**config.mk**
```make
export PLATFORM = sky130hd
export DESIGN_NAME = rcfs_ctrl
export DESIGN_NICKNAME = d
export VERILOG_FILES = /design/src/rtl/rcfs_pkg.sv /design/src/rtl/rcfs_ctrl.sv
export SDC_FILE = /design/constraint.sdc
export NUM_CORES = 1
export LEC_CHECK = 0
export BUFFER_PORTS_ARGS = -buffer_cell sky130_fd_sc_hd__buf_2
export CAP_MARGIN = 10
export CORE_MARGIN = 3
export CORE_UTILIZATION = 35
export DETAILED_ROUTE_END_ITERATION = 7
export PLACE_DENSITY = 0.53
export SLEW_MARGIN = 20
export SYNTH_ARGS = -nofsm -noshare
export SYNTH_HDL_FRONTEND = slang
export SYNTH_SLANG_ARGS = --single-unit
```
**constraint.sdc**
```tcl
create_clock -name clk_i -period 8.5 [get_ports clk_i]
set_input_delay 1.275 -clock clk_i [delete_from_list [all_inputs] [get_ports clk_i]]
set_output_delay 1.275 -clock clk_i [all_outputs]
set_load 0.05 [all_outputs]
```
**src/rtl/rcfs_pkg.sv**
```systemverilog
// ----------------------------------------------------------------------------
// rcfs_pkg: shared types and constants for the shifted radix-2 FFT core
// Widths, datapath command struct and twiddle ROM generator.
// ----------------------------------------------------------------------------
package rcfs_pkg;

  localparam int unsigned PointsDef      = 512;
  localparam int unsigned TwiddleBitsDef = 18;
  localparam int unsigned SampleW        = 24;
  localparam int unsigned BinW           = 33;
  localparam int unsigned IndexW         = 9;

  localparam logic OpLoad = 1'b0;
  localparam logic OpRead = 1'b1;

  localparam logic [63:0] HalfPiQ30 = 64'd1686629713;

  // datapath command from controller
  typedef struct packed {
    logic        wr_sample;  // write loaded sample at addr_a
    logic        rd_a;       // read address a into port a register
    logic        rd_b;       // read address b into port b register
    logic        bfly;       // butterfly on registered a/b, write back
    logic        swap;       // swap a/b write back
    logic        out_rd;     // read for result
  } dp_cmd_t;

  // Q30 cosine/sine by Taylor series, returned as {cos, sin}
  function automatic logic [127:0] taylor(input logic [63:0] x);
    logic [63:0] x2, ts, tc, p;
    logic signed [63:0] ss, cs;
    x2 = (x * x) >> 30;
    ts = x;
    tc = 64'd1 << 30;
    ss = $signed(x);
    cs = $signed(tc);
    for (int n = 1; n <= 7; n++) begin
      p  = (ts * x2) >> 30;
      ts = p / 64'((2 * n) * (2 * n + 1));
      p  = (tc * x2) >> 30;
      tc = p / 64'((2 * n - 1) * (2 * n));
      if ((n & 1) != 0) begin
        ss = ss - $signed(ts);
        cs = cs - $signed(tc);
      end else begin
        ss = ss + $signed(ts);
        cs = cs + $signed(tc);
      end
    end
    return {cs, ss};
  endfunction

  function automatic logic signed [63:0] q30_to_rom(input logic signed [63:0] v,
                                                    input int unsigned Frac);
    logic signed [63:0] r;
    r = (v + (64'sd1 <<< (29 - Frac))) >>> (30 - Frac);
    return r;
  endfunction

  // twiddle entry k: {cos, sin}, each 64 bits signed
  function automatic logic [127:0] tw_entry(input int unsigned k, input int unsigned Points,
                                            input int unsigned Frac);
    int unsigned q, p;
    logic signed [63:0] c, s, cc, ss, oc, os;
    q = (4 * k) / Points;
    p = (4 * k) % Points;
    if (2 * p <= Points) begin
      {c, s} = taylor((HalfPiQ30 * 64'(p) + 64'(Points / 2)) / 64'(Points));
    end else begin
      {s, c} = taylor((HalfPiQ30 * 64'(Points - p) + 64'(Points / 2)) / 64'(Points));
    end
    if (q == 0) begin
      cc = c;
      ss = s;
    end else begin
      cc = -s;
      ss = c;
    end
    oc = (cc < 0) ? -q30_to_rom(-cc, Frac) : q30_to_rom(cc, Frac);
    os = (ss < 0) ? -q30_to_rom(-ss, Frac) : q30_to_rom(ss, Frac);
    return {oc, os};
  endfunction

endpackage

```
**src/rtl/rcfs_ctrl.sv**
```systemverilog
// ----------------------------------------------------------------------------
// rcfs_ctrl: sequencer for load, shuffle passes, butterflies and reads
// Each swap or butterfly runs through every slot_q value before the next, so writes never collide.
// ----------------------------------------------------------------------------
module rcfs_ctrl #(
  parameter int unsigned Points = rcfs_pkg::PointsDef,
  localparam int unsigned AddrW   = $clog2(Points),
  localparam int unsigned TwAddrW = (AddrW > 1) ? AddrW - 1 : 1,
  localparam int unsigned StW     = $clog2(AddrW + 1)
) (
  input  logic                  clk_i,
  input  logic                  rst_ni,
  input  logic                  start_i,
  input  logic                  op_i,
  output logic                  busy_o,
  output rcfs_pkg::dp_cmd_t     cmd_o,
  output logic [AddrW-1:0]      addr_a_o,
  output logic [AddrW-1:0]      addr_b_o,
  output logic [TwAddrW-1:0]    tw_addr_o,
  output logic                  res_vld_o,
  output logic                  res_status_o,
  output logic [AddrW-1:0]      res_index_o,
  output logic                  res_last_o
);
  import rcfs_pkg::*;

  typedef enum logic [2:0] {
    S_IDLE, S_SWAP1, S_REV, S_BFLY, S_SWAP2, S_READ
  } state_e;

  state_e           state_q;
  logic [AddrW-1:0] load_cnt_q, read_cnt_q, idx_q;
  logic [StW-1:0]   stage_q;
  logic [1:0]       slot_q;
  logic             ready_q;
  logic             res_vld_q, res_st_q, res_last_q;
  logic [AddrW-1:0] res_idx_q;

  function automatic logic [AddrW-1:0] bitrev(input logic [AddrW-1:0] v);
    logic [AddrW-1:0] r;
    for (int b = 0; b < AddrW; b++) begin
      r[AddrW-1-b] = v[b];
    end
    return r;
  endfunction

  // butterfly addressing: stage s (0-based), h = 2^s, pair index idx_q
  logic [AddrW-1:0] lo_mask, j_val, a_addr, b_addr, hstep;
  logic [AddrW:0]   tw_full;
  always_comb begin
    hstep   = AddrW'(1) << stage_q;
    lo_mask = hstep - AddrW'(1);
    j_val   = idx_q & lo_mask;
    a_addr  = ((idx_q & ~lo_mask) << 1) | j_val;
    b_addr  = a_addr | hstep;
    tw_full = (AddrW+1)'(j_val) << (AddrW - 1 - stage_q);
  end

  logic [AddrW-1:0] rev_idx;
  assign rev_idx = bitrev(idx_q);

  always_comb begin
    cmd_o     = '0;
    addr_a_o  = idx_q;
    addr_b_o  = idx_q;
    tw_addr_o = TwAddrW'(tw_full);
    case (state_q)
      S_IDLE: begin
        addr_a_o = start_i && (op_i == OpRead) ? read_cnt_q : load_cnt_q;
        cmd_o.wr_sample = start_i && (op_i == OpLoad);
        cmd_o.out_rd    = start_i && (op_i == OpRead);
      end
      S_SWAP1, S_SWAP2: begin
        addr_a_o   = idx_q;
        addr_b_o   = idx_q ^ AddrW'(Points / 2);
        cmd_o.rd_a = (slot_q == 2'd0);
        cmd_o.rd_b = (slot_q == 2'd0);
        cmd_o.swap = (slot_q == 2'd1);
      end
      S_REV: begin
        addr_a_o   = idx_q;
        addr_b_o   = rev_idx;
        cmd_o.rd_a = (slot_q == 2'd0) && (rev_idx > idx_q);
        cmd_o.rd_b = (slot_q == 2'd0) && (rev_idx > idx_q);
        cmd_o.swap = (slot_q == 2'd1) && (rev_idx > idx_q);
      end
      S_BFLY: begin
        addr_a_o   = a_addr;
        addr_b_o   = b_addr;
        cmd_o.rd_a = (slot_q == 2'd0);
        cmd_o.rd_b = (slot_q == 2'd0);
        cmd_o.bfly = (slot_q == 2'd1);
      end
      default: ;
    endcase
  end

  logic last_idx_half, last_idx_full;
  assign last_idx_half = (idx_q == AddrW'(Points / 2 - 1));
  assign last_idx_full = (idx_q == AddrW'(Points - 1));

  always_ff @(posedge clk_i or negedge rst_ni) begin
    if (!rst_ni) begin
      state_q    <= S_IDLE;
      load_cnt_q <= '0;
      read_cnt_q <= '0;
      idx_q      <= '0;
      stage_q    <= '0;
      slot_q     <= '0;
      ready_q    <= 1'b0;
      res_vld_q  <= 1'b0;
      res_st_q   <= 1'b0;
      res_idx_q  <= '0;
      res_last_q <= 1'b0;
    end else begin
      res_vld_q <= 1'b0;
      case (state_q)
        S_IDLE: begin
          if (start_i) begin
            if (op_i == OpLoad) begin
              ready_q    <= 1'b0;
              read_cnt_q <= '0;
              load_cnt_q <= load_cnt_q + AddrW'(1);
              if (load_cnt_q == AddrW'(Points - 1)) begin
                state_q <= S_SWAP1;
                idx_q   <= '0;
                slot_q  <= '0;
              end
            end else begin
              state_q    <= S_READ;
              res_st_q   <= !ready_q;
              res_idx_q  <= ready_q ? read_cnt_q : '0;
              res_last_q <= ready_q && (read_cnt_q == AddrW'(Points - 1));
              if (ready_q) begin
                read_cnt_q <= read_cnt_q + AddrW'(1);
                if (read_cnt_q == AddrW'(Points - 1)) begin
                  ready_q <= 1'b0;
                end
              end
            end
          end
        end
        S_READ: begin
          res_vld_q <= 1'b1;
          state_q   <= S_IDLE;
        end
        S_SWAP1, S_SWAP2, S_REV, S_BFLY: begin
          slot_q <= slot_q + 2'd1;
          if (slot_q == 2'd3) begin
            idx_q <= idx_q + AddrW'(1);
            case (state_q)
              S_SWAP1: if (last_idx_half) begin
                state_q <= S_REV;
                idx_q   <= '0;
              end
              S_REV: if (last_idx_full) begin
                state_q <= S_BFLY;
                idx_q   <= '0;
                stage_q <= '0;
              end
              S_BFLY: if (last_idx_half) begin
                idx_q <= '0;
                if (stage_q == StW'(AddrW - 1)) begin
                  state_q <= S_SWAP2;
                end else begin
                  stage_q <= stage_q + StW'(1);
                end
              end
              default: if (last_idx_half) begin
                state_q <= S_IDLE;
                ready_q <= 1'b1;
                idx_q   <= '0;
              end
            endcase
          end
        end
        default: state_q <= S_IDLE;
      endcase
    end
  end

  assign busy_o       = (state_q != S_IDLE);
  assign res_vld_o    = res_vld_q;
  assign res_status_o = res_st_q;
  assign res_index_o  = res_idx_q;
  assign res_last_o   = res_last_q;

endmodule

```
==> impl_results.md <==
* Post_cts resized at 0
* Clock Skews at between 0.005 and 0.006 ns
* Mapped Area at 3960 um^2
* Synth Net Count at 500
* Post-CTS setup buffer count at 0
* Reg-to-reg slack, setup at 5.50 ns
* Share of cells above drive strength 1 at 0.171
* Die ar. at 12,600 um^2
* Largest net degree at the start of global routing at 50
* Worst-Margin Slew at 0.879 ns
* Routed vias/inst at approximately 5.6
* Worst-skew pair later-pin latency at 0.29 ns
* Register area share after synthesis at 0.310
* Cell family with most CP delay: adder cells
* Count leader, synth: nand2_1
* DRT Wirelength at 11,300 um
* Port Buffers at between 40 and 50
* CTS tree: yes
* Post-route clock period utilization at 0.572
* Placed cell areas at between 4000 and 5000 um^2
* DRC at 0
* Post-synth ARST share at 1.00
* Slowest stage delay, CP at about 0.67 ns
* Setup crit end kind: output port
* Post-Synthesis Cells at 469
* Post-DP HPWL at 8460 um
* Distinct cell type count after synthesis at 67
* Die width at around 110 um
* # hold bufs at CTS at 0
* Cells along the critical path: inv_2 > ha_1 > ha_1 > nor2b_1 > inv_1 > ha_1 > xor2_2 > a31oi_1 > mux2_2 > o2111ai_1 > buf_2
* Vias in the first global route at 3,511
* Max-Slew Margin vs Limit at 0.414
* Max Cap Viol at 0
* Hold slack at 0.464 ns
* Top cells by count, synth: nand2_1 (64), dfrtp_1 (49), nor2_1 (31)
* Critical-path cell with the highest stage delay: dfrtp_1
* RSZ-0062 raised after global routing: false
* Cell taking the most area after synthesis: dfrtp_1
* Setup violations, final at 0
* Total track usage at 0.181
* CP arrival at 3.59 ns
* CP bufs+invs at 3
* Nets at about 530
* Fin. max-slew vios at 0
* Final worst slack at 3.64 ns
* Initial Util at 0.362
* Leak Pwr at 2.03 nW
* Maximum fanout along the worst path at 16
* Global-route wire length before repair at 18,700 um
* Post-route ant nets at 0
* Iter 0 DRT Violations at around 190
* Hold Vio Cnt, Final at 0
* Worst-path clk slew at 0.07 ns
* Final period demand of the worst path at 4.86 ns
* Max VDD drop at roughly 0.13 mV
* Hold crit path type: register to register
* Ys flop type: dfrtp_1
* P per Cell Area at 282 nW/um^2
* Top cells by area, synth: dfrtp_1 (31%), ha_1 (8.5%), nand2_1 (6.1%)
* DP Worst Slack at 4.00 ns
* Drt wl/cell at around 18 um
* Clock sinks at 49
* Design Area, Final at 4390 um^2
* Clk root buf: clkbuf_16
* Level count of the clock H-tree at 2
* Max Clock Freq at between 0.2 and 0.25 GHz
* CP Launch Type: register
* Area of the core at 10,900 um^2
* Crit path required time at 7.22 ns
* Setup CP Type: register to output port
* Most Frequent Cell on Critical Path: ha_1
* Total grt overflow at 0
* Seq cells post-synth at between 40 and 50
* Die height at 112 um
* Post-synth EDFFs at 0
* Top Ports at 49
* Placer Congestion at 0.851
* N_diodes at 0
* Initial antenna violation count at 0
* Avg Cell Area, Syn at 8.44 um^2
* Row count at 38
* Share of Yosys cell area claimed by the top area cell type at 0.310
* Synth warn at 0
* Pre-antenna DRT Iters at 4
* Via Count at 3,573
* Layout area overhead at 10.8%
* Num CTS Buffers at 5
* Status: finished, final reports clean
* Final TNS setup at 0 ns
* Longest Clk Path Bufs at 2
## cells in the final DEF, fill, tap and decap left out, types with 7 or more instances in the layout
cell     Yosys  final
a21oi_1     18     18
and3_1      10     10
buf_2        7     48
dfrtp_1     49     49
ha_1        27     27
inv_1       18     18
mux2_2       7      7
mux2i_1     15     15
nand2_1     64     64
nand3_1     21     21
nand4_1      7      7
nor2_1      31     31
nor2b_1      8      8
nor3_1       8      8
o21ai_0     29     29
xnor2_1      9      9
xor2_1       9      9
## where the power goes
| part | internal, mW | switching, mW | leakage (nW) | total (mW) |
|---|---|---|---|---|
| clock | 0.111 | 0.0988 | 0.0704 | 0.210 |
| combinational | 0.193 | 0.444 | 1.30 | 0.637 |
| sequential | 0.283 | 0.108 | 0.660 | 0.391 |
| total | 0.587 | 0.651 | 2.03 | 1.24 |
## per-stage QoR
step | util | power, mW | cells
after floorplan | - | 0.881 | 469
after global placement | 0.387 | 1.03 | 628
after detailed placement | 0.387 | 1.04 | 628
after CTS | 0.401 | 1.25 | 636
after global routing | 0.401 | 1.32 | 636
final | 0.401 | 1.24 | 636
## cells by family after synthesis
kind of cell / share of synthesized area
simple gates: 0.249
compound gates: 0.194
buf+inv: 0.0591
flops: 0.310
fa+ha+maj: 0.0854
mux: 0.0579
xor+xnor: 0.0439
## state kept, by name, indices dropped and copies added (netlist names)
name / count
idx_q: 9
load_cnt_q: 9
read_cnt_q: 9
res_index_o: 9
stage_q: 4
state_q: 3
slot_q: 2
ready_q: 1
res_last_o: 1
res_status_o: 1
res_vld_o: 1
## area by class of cell
| type | instances | area, um^2 |
|---|---|---|
| Fill cell | 1145 | 6550 |
| Multi-Input combinational cell | 368 | 2500 |
| Sequential cell | 49 | 1230 |
| Timing Repair Buffer | 51 | 263 |
| Tap cell | 140 | 175 |
| Clock buffer | 5 | 125 |
| Inverter | 20 | 75.1 |
| Clock inverter | 3 | 25.0 |
## worst reg2reg max path: stages, from the launching register on
cell       delay, ns
dfrtp_1         0.57
ha_1            0.25
and3_1          0.21
and3_1          0.22
nand3_1         0.12
inv_1           0.11
ha_1            0.31
inv_1           0.09
a21oi_1         0.15
o22a_1          0.32
o2111ai_1       0.22
mux2_2          0.31
## final timing paths
path,from,endpoint,cells past startpoint
setup / recovery,stage_q[0],tw_addr_o[7],11
hold / removal,res_index_o[2],res_index_o[2],2
setup reg to reg,idx_q[0],state_q[2],11
hold reg to reg,res_index_o[2],res_index_o[2],2
max in group asynchronous,rst_ni,ready_q,2
min in group asynchronous,rst_ni,res_index_o[5],2
## per-layer routing
layer | vias to the layer above | track usage | share of wire
met1 | 1715 | 0.259 | 0.47
met4 | 0 | 0.0441 | 0.015
met2 | 103 | 0.279 | 0.44
li1 | 1740 | - | -
met3 | 15 | 0.0383 | 0.069
met5 | - | 0 | 0
No activity file was read; power rests on OpenSTA's default activity.
